<file path="src/hdl/pcr_pkg.sv">
// pcr_pkg: shared types, constants and helpers of the per-channel resequencer
// depends on nothing; used by pcr_front, pcr_back and per_channel_resequencer

package pcr_pkg;

	localparam int unsigned SEQ_W = 31;
	localparam int unsigned TAG_W = 16;
	localparam int unsigned CH_W = 6;
	localparam int unsigned CH_CODES = 64;
	localparam logic [SEQ_W-1:0] SEQ_MAX = '1;

	// result outcome codes
	typedef enum logic [1:0] {
		OUT_PUB = 2'd0,
		OUT_HELD = 2'd1,
		OUT_DROP = 2'd2
	} outcome_t;

	// front state machine
	typedef enum logic {
		F_IDLE = 1'b0,
		F_LOOK = 1'b1
	} front_state_t;

	// fixed part of a command passed from front to back
	typedef struct packed {
		logic [TAG_W-1:0] tag;
		logic [CH_W-1:0] ch;
		logic [SEQ_W-1:0] seq;
		outcome_t outcome;
	} cmd_t;

	// sequence increment, zero is skipped
	function automatic logic [SEQ_W-1:0] next_seq(input logic [SEQ_W-1:0] s);
		logic [SEQ_W-1:0] n;
		n = (s == SEQ_MAX) ? SEQ_W'(1) : s + SEQ_W'(1);
		return n;
	endfunction

endpackage

</file>
<file path="src/hdl/pcr_front.sv">
// pcr_front: accepts requests, looks up channel state and classifies them
// depends on pcr_pkg; writes tags into the back's tag store

module pcr_front #(
	parameter int unsigned CHANNELS = 64,
	parameter int unsigned WINDOW = 16
) (
	input  logic clk,
	input  logic arst_n,
	input  logic cfg_we,
	input  logic [pcr_pkg::SEQ_W-1:0] cfg_wdata,
	input  logic req_valid,
	output logic req_ready,
	input  logic [pcr_pkg::CH_W-1:0] channel,
	input  logic [pcr_pkg::SEQ_W-1:0] sequence_req,
	input  logic [pcr_pkg::TAG_W-1:0] message_tag,
	input  logic q_full,
	input  logic multi_done,
	output logic push,
	output pcr_pkg::cmd_t cmd,
	output logic [$clog2(WINDOW+1)-1:0] cmd_cnt,
	output logic [$clog2(CHANNELS*WINDOW)-1:0] cmd_base,
	output logic [$clog2(WINDOW)-1:0] cmd_slot,
	output logic tag_we,
	output logic [$clog2(CHANNELS*WINDOW)-1:0] tag_waddr,
	output logic [pcr_pkg::TAG_W-1:0] tag_wdata
);

	localparam int unsigned CW = (CHANNELS > 1) ? $clog2(CHANNELS) : 1;
	localparam int unsigned WW = $clog2(WINDOW);
	localparam int unsigned CNTW = $clog2(WINDOW+1);
	localparam int unsigned AW = $clog2(CHANNELS*WINDOW);
	localparam int unsigned SW = pcr_pkg::SEQ_W;

	typedef struct packed {
		logic [SW-1:0] exp;
		logic [WW-1:0] head;
		logic [WINDOW-1:0] vrow;
	} chst_t;

	pcr_pkg::front_state_t state_q, state_d;
	logic [SW-1:0] init_q;
	logic [CHANNELS-1:0] seen_q;
	logic pend_q;

	chst_t chmem [CHANNELS];
	chst_t rd_s1;
	logic [pcr_pkg::CH_W-1:0] ch_s1;
	logic [CW-1:0] c_s1;
	logic [SW-1:0] seq_s1;
	logic [pcr_pkg::TAG_W-1:0] tag_s1;

	logic accept;
	logic [CW-1:0] c_in;
	logic sequenced;
	logic [SW-1:0] exp;
	logic [WW-1:0] head;
	logic [WINDOW-1:0] vrow;
	logic [SW-1:0] seq_eff;
	logic [SW-1:0] off;
	logic drop;
	logic release_run;
	logic [WW:0] slot_sum;
	logic [WW-1:0] slot;
	logic [WINDOW-1:0] vset;
	logic [2*WINDOW-1:0] dbl;
	logic [WINDOW-1:0] rot;
	logic [CNTW-1:0] cnt;
	logic [WINDOW-1:0] vnew;
	logic [WW:0] gap;
	logic [WW:0] head_sum;
	logic [WW:0] head_inc;
	logic [SW:0] exp_sum;
	logic [SW-1:0] exp_new;
	chst_t wr_ent;
	logic mem_we;
	logic multi_push;

	// channel index folded onto the configured channel count
	always_comb begin
		c_in = '0;
		for (int i = 0; i < pcr_pkg::CH_CODES; i++) begin
			if (channel == pcr_pkg::CH_W'(i))
				c_in = CW'(i % CHANNELS);
		end
	end

	assign accept = req_valid && req_ready;

	// state register and flags
	always_ff @(posedge clk or negedge arst_n) begin
		if (!arst_n) begin
			state_q <= pcr_pkg::F_IDLE;
			init_q <= SW'(1);
			seen_q <= '0;
			pend_q <= 1'b0;
		end else begin
			state_q <= state_d;
			if (cfg_we)
				init_q <= cfg_wdata;
			if (mem_we)
				seen_q[c_s1] <= 1'b1;
			if (multi_push)
				pend_q <= 1'b1;
			else if (multi_done)
				pend_q <= 1'b0;
		end
	end

	// next state and handshake
	always_comb begin
		state_d = state_q;
		req_ready = 1'b0;
		push = 1'b0;
		unique case (state_q)
			pcr_pkg::F_IDLE: begin
				req_ready = !q_full && !pend_q;
				if (req_valid && req_ready)
					state_d = pcr_pkg::F_LOOK;
			end
			pcr_pkg::F_LOOK: begin
				push = 1'b1;
				state_d = pcr_pkg::F_IDLE;
			end
			default: state_d = pcr_pkg::F_IDLE;
		endcase
	end

	// request capture and channel state read
	always_ff @(posedge clk) begin
		if (accept) begin
			ch_s1 <= channel;
			c_s1 <= c_in;
			seq_s1 <= sequence_req;
			tag_s1 <= message_tag;
			rd_s1 <= chmem[c_in];
		end
		if (mem_we)
			chmem[c_s1] <= wr_ent;
	end

	// classification of the captured request
	always_comb begin
		sequenced = (seq_s1 != '0);
		if (seen_q[c_s1]) begin
			exp = rd_s1.exp;
			head = rd_s1.head;
			vrow = rd_s1.vrow;
		end else begin
			exp = (init_q == '0) ? SW'(1) : init_q;
			head = '0;
			vrow = '0;
		end
		seq_eff = (seq_s1 < exp) ? exp : seq_s1;
		off = seq_eff - exp;
		drop = (off >= SW'(WINDOW));
		release_run = !drop && (off == '0);
		slot_sum = {1'b0, head} + {1'b0, off[WW-1:0]};
		if (slot_sum >= (WW+1)'(WINDOW))
			slot_sum = slot_sum - (WW+1)'(WINDOW);
		slot = slot_sum[WW-1:0];
		vset = vrow | (WINDOW'(1) << slot);
	end

	// length of the run released from the head
	always_comb begin
		dbl = {vset, vset} >> head;
		rot = dbl[WINDOW-1:0];
		cnt = CNTW'(WINDOW);
		for (int i = WINDOW-1; i >= 0; i--) begin
			if (!rot[i])
				cnt = CNTW'(i);
		end
	end

	// valid row with the released run cleared
	always_comb begin
		vnew = vset;
		gap = '0;
		for (int i = 0; i < WINDOW; i++) begin
			if ((WW+1)'(i) >= {1'b0, head})
				gap = (WW+1)'(i) - {1'b0, head};
			else
				gap = (WW+1)'(i) + (WW+1)'(WINDOW) - {1'b0, head};
			if (gap < (WW+1)'(cnt))
				vnew[i] = 1'b0;
		end
	end

	// head and expected number after the run
	always_comb begin
		head_sum = {1'b0, head} + (WW+1)'(cnt);
		if (head_sum >= (WW+1)'(WINDOW))
			head_sum = head_sum - (WW+1)'(WINDOW);
		head_inc = {1'b0, head} + (WW+1)'(1);
		if (head_inc >= (WW+1)'(WINDOW))
			head_inc = head_inc - (WW+1)'(WINDOW);
		exp_sum = {1'b0, exp} + (SW+1)'(cnt);
		if (exp_sum > {1'b0, pcr_pkg::SEQ_MAX})
			exp_sum = exp_sum - {1'b0, pcr_pkg::SEQ_MAX};
		exp_new = exp_sum[SW-1:0];
	end

	// channel state update, tag write and command
	always_comb begin
		mem_we = push && sequenced;
		wr_ent.exp = exp;
		wr_ent.head = head;
		wr_ent.vrow = vrow;
		if (release_run) begin
			wr_ent.exp = exp_new;
			wr_ent.head = head_sum[WW-1:0];
			wr_ent.vrow = vnew;
		end else if (!drop) begin
			wr_ent.vrow = vset;
		end
		tag_we = push && sequenced && !drop;
		tag_waddr = AW'(int'(c_s1) * WINDOW + int'(slot));
		tag_wdata = tag_s1;

		cmd.tag = '0;
		cmd.ch = ch_s1;
		cmd.seq = seq_eff;
		cmd.outcome = pcr_pkg::OUT_HELD;
		cmd_cnt = CNTW'(1);
		cmd_base = AW'(int'(c_s1) * WINDOW);
		cmd_slot = head_inc[WW-1:0];
		if (!sequenced) begin
			cmd.tag = tag_s1;
			cmd.seq = '0;
			cmd.outcome = pcr_pkg::OUT_PUB;
		end else if (drop) begin
			cmd.outcome = pcr_pkg::OUT_DROP;
		end else if (release_run) begin
			cmd.tag = tag_s1;
			cmd.seq = exp;
			cmd.outcome = pcr_pkg::OUT_PUB;
			cmd_cnt = cnt;
		end
		multi_push = push && sequenced && release_run && (cnt > CNTW'(1));
	end

	// only one multi-message run may be outstanding in the back
	a_one_run: assert property (@(posedge clk) disable iff (!arst_n)
		multi_push |-> !pend_q)
		else $error("second multi-message run pushed while one pending");

endmodule

</file>
<file path="config.mk">
export PLATFORM = sky130hd
export DESIGN_NAME = pcr_front
export DESIGN_NICKNAME = d
export VERILOG_FILES = /design/src/hdl/pcr_pkg.sv /design/src/hdl/pcr_front.sv
export SDC_FILE = /design/constraint.sdc
export NUM_CORES = 2
export LEC_CHECK = 0
export ABC_AREA = 1
export BUFFER_PORTS_ARGS = -buffer_cell sky130_fd_sc_hd__buf_2
export CAP_MARGIN = 20
export CORE_MARGIN = 2
export CORE_UTILIZATION = 50
export CTS_CLUSTER_DIAMETER = 100
export DETAILED_ROUTE_END_ITERATION = 6
export PLACE_DENSITY_LB_ADDON = 0.1
export RECOVER_POWER = 100
export SLEW_MARGIN = 20
export SYNTH_ARGS = -nofsm -noshare
export SYNTH_HDL_FRONTEND = slang
export SYNTH_SLANG_ARGS = --single-unit
</file>
<file path="constraint.sdc">
create_clock -name clk -period 13.85 [get_ports clk]
set_clock_uncertainty 0.1 [all_clocks]
set_input_delay 0.6925 -clock clk [delete_from_list [all_inputs] [get_ports clk]]
set_output_delay 0.6925 -clock clk [all_outputs]
set_load 0.1 [all_outputs]
</file>
Yosys cells after proc, flatten, opt, wreduce, memory -nomap -nowiden
Memories as Yosys holds them, arrays and structs flattened. A register that Yosys moved wholly into a read port is not among the register bits.
Cells that the tools add are included.
{ "classes": {"addsub": 41, "mul": 0, "div_mod_pow": 0, "magnitude_cmp": 40, "n_eq_ne": 63, "shift": 2, "muxes": 144, "bitwise_logic": 3, "reduce_logical": 16} }
{ "ops": {"columns": ["op", "n"], "rows": [
  ["$mux W6", 61],
  ["$eq A6 B6 Y1 const B", 32],
  ["$mux W5", 34],
  ["$mux W31", 5],
  ["$eq A6 B5 Y1 const B", 16],
  ["$mux W16", 6],
  ["$lt A5 B5 Y1", 16],
  ["$sub A5 B4 Y5 const A", 15],
  ["$mux W33", 2],
  ["$or A64 B64 Y64", 1],
  ["$logic_not A31 Y1", 2],
  ["$eq A6 B4 Y1 const B", 8],
  ["$sub A4 B4 Y5 const A", 8],
  ["$mux W35", 1],
  ["$add A31 B5 Y32", 1],
  ["$gt A32 B31 Y1 const B", 1],
  ["$shr A32 B4 Y16", 1],
  ["$ge A31 B5 Y1 const B", 1],
  ["$lt A31 B31 Y1", 1],
  ["$reduce_bool A31 Y1", 1],
  ["$sub A31 B31 Y31", 1],
  ["$sub A31 B31 Y31 const B", 1],
  ["$ge A4 B4 Y1 const A", 7],
  ["$mux W1", 26],
  ["other kinds (29)", 61]
]} }
{ "totals": {"reg_bits": 156, "latchBits": 0, "mem_bits_rw": 3264, "rom_bits": 0, "input_bits": 90, "output_inout_bits": 103, "n_memories": 1} }
{ "mem_list": {"columns": ["name", "words", "word_bits", "rd", "rd_ports_with_merged_regs", "write_ports", "line", "rtl"], "rows": [
  ["chmem", 64, 51, 1, 1, 1, "pcr_front.sv:46", "chst_t chmem [CHANNELS];"]
]} }

Longest topological paths before layout
{ "logic_depth": {"depth_word": 64, "depth_mapped": 83, "mapped_depth_nobuf": 78} }

Worst setup path after synthesis
Ideal clock, no wire load.
{ "synth_timing": {"path_kind": "reg2reg", "startpoint": "register c_s1[0]", "endpoint": "memory chmem[0][27] (netlist name), data pin", "arrival_ps": 11701, "required_ps": 13048, "setup_slack_ps": 1347, "stages_incl_launch_ff": 59, "cell_sequence": "edfxtp_1 > buf_4 > buf_6 > nand2_1 > nand2_1 > nand2_1 > nand2_1 > nand2_1 > nand2_1 > nand2_1 > nand2_1 > nor2_2 > nand2_4 > inv_4 > buf_4 > buf_2 > o21ai_0 > inv_1 > [23 not listed] > nand2_1 > o21ai_0 > nand2_1 > a31oi_1 > nor2_1 > o21bai_1 > nand3_1 > nand2_1 > inv_1 > ha_1 > nand3_1 > and2_1 > inv_1 > a21oi_1 > o21ai_0 > nand3_1 > xor2_1 > o21ai_0"} }
{ "synth_lines": {"columns": ["item", "line", "rtl"], "rows": [
  ["start: declaration", "pcr_front.sv:49", "logic [CW-1:0] c_s1;"],
  ["start signal: assignment", "pcr_front.sv:133", "c_s1 <= c_in;"],
  ["end: declaration", "pcr_front.sv:46", null]
]} }

==> results.json <==
{
  "wl_per_cell_microns": 31.18,
  "antenna_found_initial": 33,
  "clock_sinks": 3471,
  "arrival_ns": 13.34,
  "grt_pass1_wl_mm": 689.1,
  "fp.dieW_microns": 539.2,
  "p_leak_nw": 51.84,
  "power.density_nw_per_um2": 147.1,
  "hp-class": "reg -> reg",
  "ant_nets": 0,
  "layout_setup_ws_ns": 1.053,
  "coreArea_sq_um": 285000,
  "cts-buffers-inserted": 365,
  "synthFlopType": "edfxtp_1",
  "endpoint": "chmem[17][31]",
  "drv_cap": 194,
  "reg2regPathDepth": 62,
  "final_util": 0.5641,
  "yosys-top-cells-count": "edfxtp_1, nor2_1, o21ai_0",
  "setup_viol": 0,
  "r2r_start": "c_s1[0]",
  "io_buffers": 188,
  "ys_ff_latch": 3471,
  "place_congestion": 0.9004,
  "dpl.hpwl_mm": 262.8,
  "finalNonFillerCells": 15694,
  "ys_types": 54,
  "drt-total-wl_mm": 489.4,
  "clock-root-buffer": "clkbuf_16",
  "grt_pass1_vias": 92964,
  "yosysTopAreaCell": "edfxtp_1",
  "pin_count": 193,
  "fmax_mhz": 78.14,
  "placedCellCount": 14944,
  "async_flop_share": 0.02795,
  "track_usage": 0.3286,
  "startpoint": "c_s1[0]",
  "slowest_stage": "o21ai_1",
  "gr-total-overflow": 0,
  "max-slew-margin-rel": -2.897,
  "path_clk_slew_ns": 0.06,
  "synthesis.area_sq_um": 143200,
  "initial_core_util": 0.5027,
  "h-tree-depth": 5,
  "r2r-end": "chmem[17][31]",
  "dieArea_sq_um": 290800,
  "insertion_delay_ns": 0.95,
  "grt_max_degree": 180,
  "syn_area_per_cell_sq_um": 12.48,
  "yosysWarnings": 0,
  "syn_to_final_growth_pct": 12.23,
  "first_iter_violations": 14279,
  "vias": 100384,
  "maxSlewViolCount": 5734,
  "critPathMostFrequentCell": "nand2_1",
  "path_class": "reg -> reg",
  "cts_tree": "done",
  "yosysTopAreaCellShare": 0.7073,
  "max_stage_delay_ns": 1.27,
  "layout.nets": 11866,
  "synthCells": 11480,
  "synth_area_leaders": "edfxtp_1, nor2_1, o32ai_1",
  "fin_crit_sh": 0.9240,
  "finalPower_mw": 23.65,
  "dr.pass1.iters": 7,
  "violations": "design-rule violations, max-capacitance violations, max-slew violations",
  "reg2reg_slack_ns": 1.05,
  "post-route-drc-count": 1,
  "synth_most_common_cell": "edfxtp_1",
  "place_ws_ns": 1.465,
  "start_kind": "flip-flop",
  "ys_seq_area_frac": 0.7243,
  "end_kind": "flip-flop",
  "finalCriticalPeriod_ns": 12.80,
  "cp_data_required_time_ns": 14.40,
  "dieHeight_microns": 539.2,
  "post_cts_buffers": 0,
  "vias_per_cell": 6.396,
  "hold_violations": 0,
  "synth_edf_count": 3374,
  "tns_ns": 0,
  "cts_buffer_depth": 4,
  "crit_fanout": 52,
  "drive_gt1_frac": 0.07489,
  "max_slew.worst_pin.slew_ns": 5.846,
  "rsz0062_at_grt": "false",
  "std_cell_rows": 196,
  "nFillCells": 23435,
  "cts_resized": 0,
  "irDropWorstVdd_uv": 112.2,
  "status": "complete, but fails checks"
}
[per-stage QoR]
step	instance area, sq um	hold slack [ns]
3_3_place_gp	149600	0.3442
4_1_cts	162100	0.02212
5_1_grt	160700	0.3603
3_5_place_dp	149700	0.3423
6_report	160800	0.3534
2_1_floorplan	143300	0.2969
[placed cells by master, fill, tap and decap left out, drive strengths merged, types with 6 or more instances in the layout]
cell type,netlist,routed
edfxtp,3374,3374
nor2,3149,3149
o21ai,1528,1528
o32ai,852,852
clkbuf,706,729
nand2,554,554
inv,265,267
o22ai,218,218
buf,93,200
clkinv,2,174
ha,139,139
nand3,138,138
dfrtp,96,96
a21oi,87,87
dlygate4sd3,0,82
xor2,58,58
or2,55,55
nor3,37,37
bufinv,0,28
o21bai,27,27
nand4,24,24
xnor2,15,15
nor4,13,13
dlymetal6s4s,0,11
clkinvlp,0,11
a211oi,9,9
diode,0,8
conb,1,7
o211ai,6,6
[kinds of logic after synthesis]
kind of cell	Yosys count	share of synthesized area
AOI/OAI and AO/OA	2745	0.1213
xor gates and xnor gates	73	0.004464
muxes	3	0.0002358
adders and majority gates	143	0.01270
other	1	0.00002618
DFF	3471	0.7243
buffers and inverters	1066	0.02890
and+or+nand+nor	3978	0.1081
[routing by layer]
metal / vias up / routed length, microns / track usage
li1: 42671 / - / -
met1: 50999 / 196400 / 0.4723
met2: 5691 / 220400 / 0.5068
met3: 1003 / 52460 / 0.05658
met4: 20 / 19940 / 0.1153
met5: - / 159 / 0
[critical path, delay by kind of cell (launching register included)]
family	cells	cell delay [ns]
AOI/OAI and AO/OA	12	3.26
buffers and inverters	7	2.29
xor gates and xnor gates	3	0.79
adders and majority gates	5	1.70
DFF	1	0.36
and+or+nand+nor	35	3.91
[report_power, final]
part	internal (mW)	total, mW	switching, mW
combinational	0.565	2.34	1.77
sequential	11.7	11.7	0.0346
clock	5.44	9.57	4.12
total	17.7	23.6	5.93
[area by class of cell]
cell class / count / area (sq um) / area share
Sequential cell: 3471 / 103700 / 0.6454
Multi-Input combinational cell: 6949 / 35950 / 0.2236
Clock buffer: 445 / 9550 / 0.05941
Tap cell: 3762 / 4707 / 0.02928
Timing Repair Buffer: 579 / 3701 / 0.02302
Clock inverter: 213 / 2056 / 0.01279
Inverter: 267 / 1027 / 0.006390
Antenna cell: 8 / 20.02 / 0.0001245
[flip-flops by register name (all words and copies together), names as in the netlist]
name / flops
chmem: 3264
seen_q: 64
rd_s1: 51
init_q: 31
seq_s1: 31
tag_wdata: 16
c_s1: 6
ch_s1: 6
pend_q: 1
state_q: 1
[worst min-delay path by stage]
stage | startpoint | to | depth (start not counted) | slack (ns)
floorplan | arst_n | init_q[10] | 0 | 0.30
global placement | seen_q[16] | seen_q[16] | 2 | 0.34
detailed placement | seen_q[40] | seen_q[40] | 2 | 0.34
CTS | channel[3] | ch_s1[3] | 1 | 0.02
global route | message_tag[4] | tag_wdata[4] | 2 | 0.36
finish | seen_q[22] | seen_q[22] | 2 | 0.35
[repair_timing]
action	in CTS	in global routing
hold buffers	82	0
hold endpoints to repair	110	0
setup endpoints to repair	0	0
Note: power is estimated with default switching activity, not from simulation.
