## src/hdl/pcr_queue.sv

```systemverilog
// pcr_queue: two-entry command queue between front and back
// depends on nothing outside this file

module pcr_queue #(
	parameter int unsigned DW = 8
) (
	input  logic clk,
	input  logic arst_n,
	input  logic push,
	input  logic [DW-1:0] din,
	output logic full,
	input  logic pop,
	output logic nonempty,
	output logic [DW-1:0] dout
);

	logic [DW-1:0] mem_q [2];
	logic wr_ptr_q;
	logic rd_ptr_q;
	logic [1:0] cnt_q;

	assign full = (cnt_q == 2'd2);
	assign nonempty = (cnt_q != 2'd0);
	assign dout = mem_q[rd_ptr_q];

	// pointers and fill level
	always_ff @(posedge clk or negedge arst_n) begin
		if (!arst_n) begin
			wr_ptr_q <= 1'b0;
			rd_ptr_q <= 1'b0;
			cnt_q <= 2'd0;
		end else begin
			if (push)
				wr_ptr_q <= ~wr_ptr_q;
			if (pop)
				rd_ptr_q <= ~rd_ptr_q;
			if (push && !pop)
				cnt_q <= cnt_q + 2'd1;
			else if (pop && !push)
				cnt_q <= cnt_q - 2'd1;
		end
	end

	// storage
	always_ff @(posedge clk) begin
		if (push)
			mem_q[wr_ptr_q] <= din;
	end

endmodule

```

## config.mk

```make
export PLATFORM = sky130hd
export DESIGN_NAME = pcr_queue
export DESIGN_NICKNAME = d
export VERILOG_FILES = /design/src/hdl/pcr_queue.sv
export SDC_FILE = /design/constraint.sdc
export NUM_CORES = 1
export LEC_CHECK = 0
export BUFFER_PORTS_ARGS = -buffer_cell sky130_fd_sc_hd__buf_4
export CORE_MARGIN = 2
export CORE_UTILIZATION = 45
export CTS_BUF_LIST = sky130_fd_sc_hd__clkbuf_2 sky130_fd_sc_hd__clkbuf_4 sky130_fd_sc_hd__clkbuf_8
export CTS_CLUSTER_DIAMETER = 30
export CTS_CLUSTER_SIZE = 14
export DETAILED_ROUTE_END_ITERATION = 8
export MAX_ROUTING_LAYER = met4
export PLACE_DENSITY = 0.7
export SKIP_LAST_GASP = 1
export SLEW_MARGIN = 10
export SYNTH_ARGS = -nofsm -noshare
export SYNTH_HDL_FRONTEND = slang
export SYNTH_SLANG_ARGS = --single-unit
```

## constraint.sdc

```tcl
create_clock -name clk -period 1.44 [get_ports clk]
set_clock_uncertainty 0.1 [all_clocks]
set_input_delay 0.288 -clock clk [delete_from_list [all_inputs] [get_ports clk]]
set_output_delay 0.288 -clock clk [all_outputs]
set_load 0.005 [all_outputs]
```

---- Word level (Yosys, flattened, before mapping) ----
Memory sizes are Yosys's and may differ from the RTL's.
Index checks and enable logic that the tools add are counted.
word-level totals
  memory bits (writable) .................. 16
  output and inout port bits .............. 10
  logic and storage cells ................. 19
  memories ................................ 1
  register bits after elaboration ......... 4
memory list
  memory  depth  width  read ports  clocked after memory_dff  write ports  RTL line  source
  mem_q   2      8      1           0                         1            17        logic [DW-1:0] mem_q [2];
operators by class
  bitwise gates (word level) .............. 2
  mux-type cells .......................... 4
  add/sub/neg operators ................... 2
  reduce and logical (&&, ||, !) cells .... 6
  equal/unequal tests ..................... 1
operators by type and width
  kind                                                                 number
  2-bit two-way mux                                                    2
  2-bit nonzero test                                                   2
  2-bit by 1-bit adder with 2-bit output (second input constant)       1
  2-bit equality test (second input constant)                          1
  1-bit logical AND                                                    2
  1-bit logical NOT                                                    2
  1-bit two-way mux                                                    2
  1-bit NOT                                                            2
  2-bit by 1-bit subtractor with 2-bit output (second input constant)  1

---- Longest topological paths before layout ----
Gate-level depths: netlist of run 1.
  word-level depth ........................ 4
  depth in mapped cells ................... 5

---- Least setup slack after synthesis of run 1 ----
OpenSTA, ideal clock, no wires.
  path kind ............................... reg-to-reg
  start ................................... register wr_ptr_q
  end ..................................... memory mem_q[0][0] (enable)
  setup time .............................. 0.373 ns
  data arrival time ....................... 0.789 ns
  cell stages (with the launch flop) ...... 2
  clock period less this slack ............ 1.262 ns
  setup slack ............................. 0.178 ns
  path through ............................ dfrtp_1 > nor2b_1
RTL lines
  element                 RTL line  source
  from (decl)             18        logic wr_ptr_q;
  from (signal assigned)  34        wr_ptr_q <= ~wr_ptr_q;
  to (decl)               17
Straight into the memory's write port.

---- Final worst setup path of run 1 ----
  start ................................... register rd_ptr_q
  end ..................................... output dout[5]
on the way
  longest elaborated chain between the ends .. 1
RTL lines
  element                 RTL line  source
  from (decl)             19        logic rd_ptr_q;
  from (signal assigned)  36        rd_ptr_q <= ~rd_ptr_q;
  memory read 2 x 8 bit   n/a
  to (decl)               14        output logic [DW-1:0] dout
Every way passes these cells.

==> reports/qor.csv, run 1 <==
metric,value,unit
status,"finished, violations left",
failing checks,negative setup slack,
RSZ-0062 raised after global routing,yes,
max-cap violations,0,
design area,0.00111,mm^2
Syn Area/Cell,19.6,um^2
"Cell Area, Synth",803,um^2
clock slew at reported path FFs,0.10,ns
drt initial violations,6,
vias in the first global route,403,
CP required,1.05,ns
Sequential Power Share,0.423,
Place WS,-0.0498,ns
Multi-input gate area,208,um^2
DR pass1 iterations,3,
n_diodes,0,
gpl congestion,0.594,
Routed wire per std cell,12.4,um
final antenna-violating net count,0,
PD cells,1810,mW/mm^2
Min-Delay Path Class,input port to flop,
Placed Area,988,um^2
Die X,46.3,um
library cells used by synthesis,13,
Rows,15,
Final Cycle Share,1.16,
crit-path max FO,5,
Slew @ Worst Pin,0.392,ns
initial antenna violation count,0,
CP arrival,1.29,ns
switching power total,515,uW
GRT Total Usage,0.134,
worst vdd rail ir drop,0.00100,V
Root Buffer,clkbuf_4,
CTS Sinks,20,
Max Clock Freq,596,MHz
Area Overhead vs Synth,38.8,%
Reg area,582,um^2
final setup vio count,9,
layout net count,86,
FILL cells,120,
DRC viols,0,
layout cells sized above 1,0.569,
Worst slew margin,0.739,
CTS tree,built,
final hold vios,0,
boundary pin count,22,
Final min period,1.68,ns
Final Slew Violations,0,
setup ws final,-0.237,ns
Starting Density,0.470,
CP endpoint kind,output port,
total chip power,2.02,mW
Vias,423,
H-Tree Depth,1,
post-synthesis sequential area ratio,0.723,
combinational share of power,0.421,
Seq cells post-synth,20,
total grt overflow,0,
number of synthesis warnings,0,
largest net degree at the start of global routing,12,
via density per instance,4.36,
clk buf depth,2,
startpoint type of the worst setup path,flop,
leakage power,0.478,nW
cts bufs inserted,3,
internal power,1.51,mW
Clk pwr share,0.156,
first-pass GRT wire length,1810,um
Mapped Cells,41,
routed wire length,1210,um
die area,0.00214,mm^2
Core Region,0.00171,mm^2
Crit Path Class,flop to output port,
Die H,46.3,um
I/O Buffers,21,
synthesized net count,54,
net switching fraction of the power,0.255,
clock latency on the worst-skew pair,0.29,ns
-- path summary, 6_finish.rpt --
check,endpoint,from,depth (start not counted),slack [ns]
setup / recovery,dout[5],rd_ptr_q,3,-0.24
hold / removal,rd_ptr_q,pop,2,0.07
setup reg to reg,mem_q[1][3],wr_ptr_q,1,0.23
hold reg to reg,wr_ptr_q,wr_ptr_q,1,0.40
max in group asynchronous,rd_ptr_q,arst_n,2,0.91
min in group asynchronous,cnt_q[0],arst_n,2,0.21
-- per-stage QoR --
stage / setup TNS, ns / cells / hold WS [ns] / util
floorplan: 0 / 41 / -0.108 / -
global placement: -0.424 / 87 / -0.0132 / 0.579
detailed placement: -0.380 / 87 / -0.00996 / 0.579
CTS: -1.81 / 97 / 0.0547 / 0.651
global route: -2.23 / 97 / 0.0449 / 0.653
finish: -1.78 / 97 / 0.0679 / 0.653
-- kinds of logic (layout without fill, tap and decap cells) --
family,after synthesis,in the layout,synth area share
AND/OR/NAND/NOR,5,5,0.0390
XOR/XNOR,5,5,0.0545
adder cells (fa/ha/maj),1,1,0.0156
buffers and inverters,2,33,0.0187
multiplexers,8,8,0.150
flip-flops,20,20,0.723
-- flip-flops by register name (all words and copies together), names as in the netlist --
name	flops
cnt_q	2
mem_q	16
rd_ptr_q	1
wr_ptr_q	1
-- timing repair --
action / CTS / global route
gates cloned: 0 / 0
hold buffers: 1 / 0
endpoints found under the hold margin: 4 / 0
resized for setup: 12 / 1
setup buffers: 5 / 0
endpoints found under the setup margin: 10 / 10
-- synth_stat cells (all sizes together) --
cell type,count,area share
buf,1,0.014
mux2,8,0.15
or2,1,0.0078
xnor2,1,0.011
inv,1,0.0047
edfxtp,16,0.60
xor2,4,0.044
dfrtp,4,0.12
nor2b,1,0.0078
and2,1,0.0078
nor2,1,0.0047
and2b,1,0.011
ha,1,0.016
-- cell usage in the layout, fill, tap and decap left out --
master,instances
and2_1,1
or2_1,1
buf_6,11
nor2b_1,1
inv_1,1
nor2_1,1
clkbuf_4,3
xor2_1,4
mux2_4,8
and2b_2,1
dfrtp_2,1
clkbuf_8,1
dfrtp_1,3
ha_1,1
buf_4,16
edfxtp_1,16
dlygate4sd3_1,1
xnor2_1,1
-- power groups by stage --
stage / Combinational [mW] / Clock [mW] / Sequential (mW)
after floorplan: 0.406 / 0 / 0.850
after global placement: 0.563 / 0 / 0.920
after detailed placement: 0.574 / 0 / 0.927
after CTS: 0.842 / 0.330 / 0.853
after global routing: 0.919 / 0.352 / 0.873
final: 0.851 / 0.315 / 0.856
-- area by class of cell --
type,count,share of cell area
tap,25,0.0281
clock buffer,4,0.0325
sequential,20,0.522
timing repair buffer,28,0.228
multi-input combinational,19,0.186
inverter,1,0.00337
-- worst max-delay path: stages, from the launching register on --
cell and delay (ns):
dfrtp_2 0.43, buf_6 0.14, mux2_4 0.30, buf_6 0.12
-- routing by layer --
| layer | vias to the layer above | share of wire | wire length [um] | track usage |
|---|---|---|---|---|
| met1 | 201 | 0.42 | 511 | 0.177 |
| met2 | 13 | 0.54 | 646 | 0.197 |
| met3 | 0 | 0.040 | 48 | 0.0353 |
| li1 | 209 | - | - | - |
| met5 | - | 0 | 0 | - |
| met4 | 0 | 0 | 0 | 0.0514 |
Note: power is estimated with default switching activity, not from simulation.
==> inputs of run 2 (changes only) <==
--- a/config.mk
+++ b/config.mk
@@ -6,14 +6,14 @@
 export NUM_CORES = 1
 export LEC_CHECK = 0
 export BUFFER_PORTS_ARGS = -buffer_cell sky130_fd_sc_hd__buf_4
-export CORE_MARGIN = 2
-export CORE_UTILIZATION = 45
+export CORE_MARGIN = 10
+export CORE_UTILIZATION = 50
 export CTS_BUF_LIST = sky130_fd_sc_hd__clkbuf_2 sky130_fd_sc_hd__clkbuf_4 sky130_fd_sc_hd__clkbuf_8
 export CTS_CLUSTER_DIAMETER = 30
 export CTS_CLUSTER_SIZE = 14
 export DETAILED_ROUTE_END_ITERATION = 8
 export MAX_ROUTING_LAYER = met4
-export PLACE_DENSITY = 0.7
+export PLACE_DENSITY = 0.77
 export SKIP_LAST_GASP = 1
 export SLEW_MARGIN = 10
 export SYNTH_ARGS = -nofsm -noshare
==> run 2 against run 1 <==
Compared with the run above:
- core utilization rose by 5.4 points
- cell count fell by 10%
- critical path type unchanged
- global-route usage fell by 5.0 points
- the flow still finishes with violations (negative setup slack)
- non-clock buffer count fell by 1
- setup slack got worse by 0.0032 ns
- die area rose by 69%
- register-to-register slack barely moved
- largest cell class unchanged
==> reports/qor.csv, run 2 (same netlist as run 1, synthesis figures left out) <==
metric,value,unit,change
CP endpoint kind,output port,,
via density per instance,4.74,,+8.6%
"Largest stage delay, worst path",0.43,ns,about the same
Area Overhead vs Synth,32.6,%,
Crit path max-delay family,flip-flops,,
drt initial violations,2,,-4
boundary pin count,22,,unchanged
Die H,60.1,um,+30%
gpl congestion,0.598,,+0.64%
Critical-path top delay cell,dfrtp_2,,
CTS Sinks,20,,unchanged
CP required,1.05,ns,about the same
top flop regs,"mem_q: 16 flops, cnt_q: 2 flops",,
max reg flops,16,,unchanged
Die X,60.1,um,+30%
HPWL after detailed placement,1030,um,
Crit Path Class,flop to output port,,
leakage power,0.462,nW,-3.2%
I/O Buffers,21,,unchanged
Routed wire per std cell,15.7,um,+26%
clock slew at reported path FFs,0.10,ns,about the same
setup ws final,-0.240,ns,-0.00324 ns
Root Buffer,clkbuf_4,,
routed wire length,1370,um,+13%
final setup vio count,10,,+1
met3 Use GR,0.0275,,-0.00775
layout cells sized above 1,0.563,,-0.00606
Core Region,0.00151,mm^2,-12%
Reg area,582,um^2,unchanged
clock latency on the worst-skew pair,0.28,ns,about the same
CP arrival,1.29,ns,about the same
Max Clock Freq,595,MHz,-0.19%
total grt overflow,0,,unchanged
RSZ-0062 raised after global routing,yes,,
n_diodes,0,,unchanged
H-Tree Depth,1,,unchanged
GRT Max-Usage Layer,met2,,
largest net degree at the start of global routing,12,,unchanged
Final Cycle Share,1.17,,+0.00225
met1 Use GR,0.0776,,-0.0990
Multi-input gate area,208,um^2,unchanged
cts bufs inserted,3,,unchanged
die area,0.00361,mm^2,+69%
startpoint type of the worst setup path,flop,,
Final min period,1.68,ns,+0.00324 ns
total chip power,1.93,mW,-4.6%
most frequent cells in the layout,"buf_4, edfxtp_1, mux2_4",,
GRT Total Usage,0.0835,,-0.0501
worst vdd rail ir drop,0.00125,V,+25%
Final Slew Violations,0,,unchanged
max-cap violations,0,,unchanged
Crit path buffers/inverters,2,,unchanged
Worst slew margin,0.744,,+0.00555
first-pass GRT wire length,2170,um,+20%
"commonest non-fill, non-tap cell in the layout",buf_4,,
clk buf depth,2,,unchanged
critical-path cell list,"buf_12, mux2_4, buf_4",,
DRC viols,0,,unchanged
hold slack final,0.0712,ns,+0.00328 ns
initial antenna violation count,0,,unchanged
PD cells,1810,mW/mm^2,-0.14%
Place WS,-0.0800,ns,-0.0302 ns
status,"finished, violations left",,
Biggest register,mem_q,,
Slew @ Worst Pin,0.383,ns,-0.00832 ns
CTS tree,built,,
Starting Density,0.533,,+0.0629
Vias,412,,-2.6%
final hold vios,0,,unchanged
final antenna-violating net count,0,,unchanged
crit-path max FO,9,,+4
Min-Delay Path Class,input port to flop,,
met2 GRT Util,0.146,,-0.0516
final core utilization,0.707,,+0.0541
FILL cells,102,,-15%
failing checks,negative setup slack,,
layout net count,85,,-1.2%
Rows,14,,-1
DR pass1 iterations,4,,+1
vias in the first global route,486,,+21%
run 2: power breakdown:
group          internal (mW)  switching (mW)
Clock                  0.126           0.150
Sequential             0.789          0.0731
Combinational          0.509           0.281
Total                   1.42           0.504
run 2: area by class of cell:
type / count / area share
inverter: 1 / 0.00353
sequential: 20 / 0.546
tap: 16 / 0.0188
multi-input combinational: 19 / 0.195
clock buffer: 4 / 0.0282
timing repair buffer: 27 / 0.208
run 2: final timing paths:
check                      cells after the start  slack, ns  startpoint     endpoint
max in group asynchronous                      2       0.91      arst_n     rd_ptr_q
max reg2reg                                    1       0.24    wr_ptr_q  mem_q[1][3]
min in group asynchronous                      2       0.22      arst_n     rd_ptr_q
max                                            3      -0.24    rd_ptr_q      dout[7]
min                                            1       0.07      din[6]  mem_q[1][6]
min reg2reg                                    1       0.40    wr_ptr_q     wr_ptr_q
run 2: layer usage:
| layer | part of all wire | routed length [um] |
|---|---|---|
| met1 | 0.36 | 498 |
| met2 | 0.56 | 770 |
| met3 | 0.072 | 99 |
| met4 | 0 | 0 |
| met5 | 0 | 0 |
run 2: metrics by stage:
stage / cell area (um^2) / setup TNS, ns / std cells
finish: 1060 / -1.88 / 87
global route: 1060 / -2.32 / 87
CTS: 1060 / -1.95 / 86
detailed placement: 977 / -0.572 / 78
global placement: 977 / -0.378 / 78
floorplan: 803 / 0 / 41
run 2: what timing repair did:
item,CTS,global route
resized for setup,2,0
hold buffers,1,0
setup endpoints to repair,10,10
buffers inserted,3,1
endpoints found under the hold margin,4,0
pin swaps,1,0
gates cloned,0,0
==> inputs of run 3 (changes only) <==
--- a/config.mk
+++ b/config.mk
@@ -6,7 +6,6 @@
 export NUM_CORES = 1
 export LEC_CHECK = 0
 export BUFFER_PORTS_ARGS = -buffer_cell sky130_fd_sc_hd__buf_4
-export CORE_MARGIN = 10
 export CORE_UTILIZATION = 50
 export CTS_BUF_LIST = sky130_fd_sc_hd__clkbuf_2 sky130_fd_sc_hd__clkbuf_4 sky130_fd_sc_hd__clkbuf_8
 export CTS_CLUSTER_DIAMETER = 30
==> run 3 against run 2 <==
Compared with the run above:
- the run still ends with negative setup slack left
- clock-buffer cell count is 1 lower
- critical path depth stayed put
- first-iteration DRC count grew to 2.5 times the previous value
- critical path type unchanged
- highest routed layer is now met4
==> reports/qor.csv, run 3 (same netlist as run 1, synthesis figures left out) <==
metric,value,unit,change
Die X,42.1,um,-30%
DR pass1 iterations,3,,-1
Multi-input gate area,208,um^2,unchanged
min-delay src,din[6],,
net switching fraction of the power,0.259,,-0.00176
design area,0.00110,mm^2,+3.6%
worst vdd rail ir drop,0.00109,V,-13%
HPWL after detailed placement,835,um,-19%
CTS tree,built,,
Crit Path Class,flop to output port,,
die area,0.00177,mm^2,-51%
initial antenna violation count,0,,unchanged
Area Overhead vs Synth,37.4,%,
Final min period,1.67,ns,-0.0142 ns
crit-path max FO,3,,-6
top flop regs,"mem_q: 16 flops, cnt_q: 2 flops",,
layout cells sized above 1,0.548,,-0.0154
I/O Buffers,21,,unchanged
Max Clock Freq,600,MHz,+0.85%
drt initial violations,5,,+3
gpl congestion,0.686,,+15%
vias in the first global route,430,,-12%
CP endpoint kind,output port,,
Rows,14,,unchanged
Place WS,0.101,ns,+0.181 ns
Routed wire per std cell,13.0,um,-17%
Worst slew margin,0.740,,-0.00455
Reg area,581,um^2,-0.22%
most frequent cells in the layout,"buf_4, edfxtp_1, buf_6",,
routed wire length,1160,um,-15%
final antenna-violating net count,0,,unchanged
failing checks,negative setup slack,,
Vias,429,,+4.1%
hold path cells,1,,unchanged
total chip power,1.99,mW,+3.2%
clk buf depth,2,,unchanged
switching power total,516,uW,+2.5%
via density per instance,4.82,,+1.8%
FILL cells,102,,unchanged
clock latency on the worst-skew pair,0.28,ns,about the same
PD cells,1800,mW/mm^2,-0.40%
largest net degree at the start of global routing,12,,unchanged
startpoint type of the worst setup path,flop,,
Final Cycle Share,1.16,,-0.00984
Core Region,0.00151,mm^2,unchanged
setup ws final,-0.226,ns,+0.0142 ns
clock slew at reported path FFs,0.11,ns,about the same
combinational share of power,0.436,,+0.026
hold slack final,0.0708,ns,-0.000335 ns
Sequential Power Share,0.436,,-0.011
Die H,42.1,um,-30%
leakage power,0.479,nW,+3.6%
r2r startpoint,cnt_q[0],,
Final Slew Violations,0,,unchanged
max-cap violations,0,,unchanged
max reg flops,16,,unchanged
status,"finished, violations left",,
CTS Sinks,20,,unchanged
Biggest register,mem_q,,
first-pass GRT wire length,1790,um,-17%
layout net count,87,,+2.4%
internal power,1.47,mW,+3.5%
Slew @ Worst Pin,0.390,ns,+0.00682 ns
final core utilization,0.733,,+0.0257
Min-Delay Path Class,input port to flop,,
Worst Hold Path EP,mem_q[1][6],,
Starting Density,0.533,,unchanged
RR Endpoint,cnt_q[1],,
GRT Total Usage,0.147,,+0.0636
CP required,1.05,ns,about the same
final setup vio count,10,,unchanged
met3 Use GR,0.0259,,-0.00168
r2r worst-path depth,5,,+4
total grt overflow,0,,unchanged
Root Buffer,clkbuf_4,,
H-Tree Depth,1,,unchanged
DRC viols,0,,unchanged
Clk pwr share,0.129,,-0.014
CP arrival,1.28,ns,about the same
met1 Use GR,0.161,,+0.0836
boundary pin count,22,,unchanged
cts bufs inserted,3,,unchanged
GRT Max-Usage Layer,met2,,
final hold vios,0,,unchanged
met2 GRT Util,0.256,,+0.111
RSZ-0062 raised after global routing,yes,,
Reg2Reg Setup Slack,0.18,ns,-0.06 ns
n_diodes,0,,unchanged
Placed Area,1000,um^2,+2.3%
## run 3: cell count changes in the layout (fill, tap and decap cells not counted)
cell,change
buf_4,-8
dfrtp_1,+1
dfrtp_2,-1
clkbuf_4,-1
buf_12,-1
clkinv_1,+1
buf_6,+11
## run 3: metal layers
metal	vias to the layer above	share of wire
met2	12	0.57
met3	2	0.035
li1	212	-
met5	-	0
met4	0	0.0061
met1	203	0.39
## run 3: repair_timing
| item | CTS | global route |
|---|---|---|
| endpoints found under the setup margin | 10 | 10 |
| setup buffers | 2 | 1 |
| hold buffers | 1 | 0 |
| hold endpoints to repair | 4 | 0 |
| gates resized for setup | 11 | 1 |
## run 3: worst max-delay path, stage by stage, from the launching register on
cell and delay, ns:
dfrtp_1 0.44, buf_6 0.15, mux2_4 0.29, buf_6 0.11
## run 3: metrics by stage
step,std cells,setup TNS [ns]
2_1_floorplan,41,0
3_3_place_gp,81,0
3_5_place_dp,81,0
4_1_cts,88,-1.88
5_1_grt,89,-2.18
6_report,89,-1.81
## run 3: how the worst max path moves through the flow
stage,start,end,slack [ns],cells past startpoint
floorplan,wr_ptr_q,mem_q[0][0],0.18,1
global placement,rd_ptr_q,dout[4],0.10,3
detailed placement,rd_ptr_q,dout[6],0.10,3
CTS,rd_ptr_q,dout[4],-0.24,3
global route,rd_ptr_q,dout[4],-0.27,3
finish,rd_ptr_q,dout[3],-0.23,3
## run 3: power groups by stage
| stage | sequential, mW | combinational (mW) | clock (mW) |
|---|---|---|---|
| 2_1_floorplan | 0.850 | 0.406 | 0 |
| 3_3_place_gp | 0.866 | 0.681 | 0 |
| 3_5_place_dp | 0.877 | 0.688 | 0 |
| 4_1_cts | 0.863 | 0.839 | 0.264 |
| 5_1_grt | 0.882 | 0.922 | 0.288 |
| 6_report | 0.868 | 0.867 | 0.256 |
## run 3: cell type report
cell class	instances	area share
Clock buffer	3	0.0204
Clock inverter	1	0.00340
Inverter	1	0.00340
Multi-Input combinational cell	19	0.188
Sequential cell	20	0.526
Tap cell	16	0.0181
Timing Repair Buffer	29	0.240
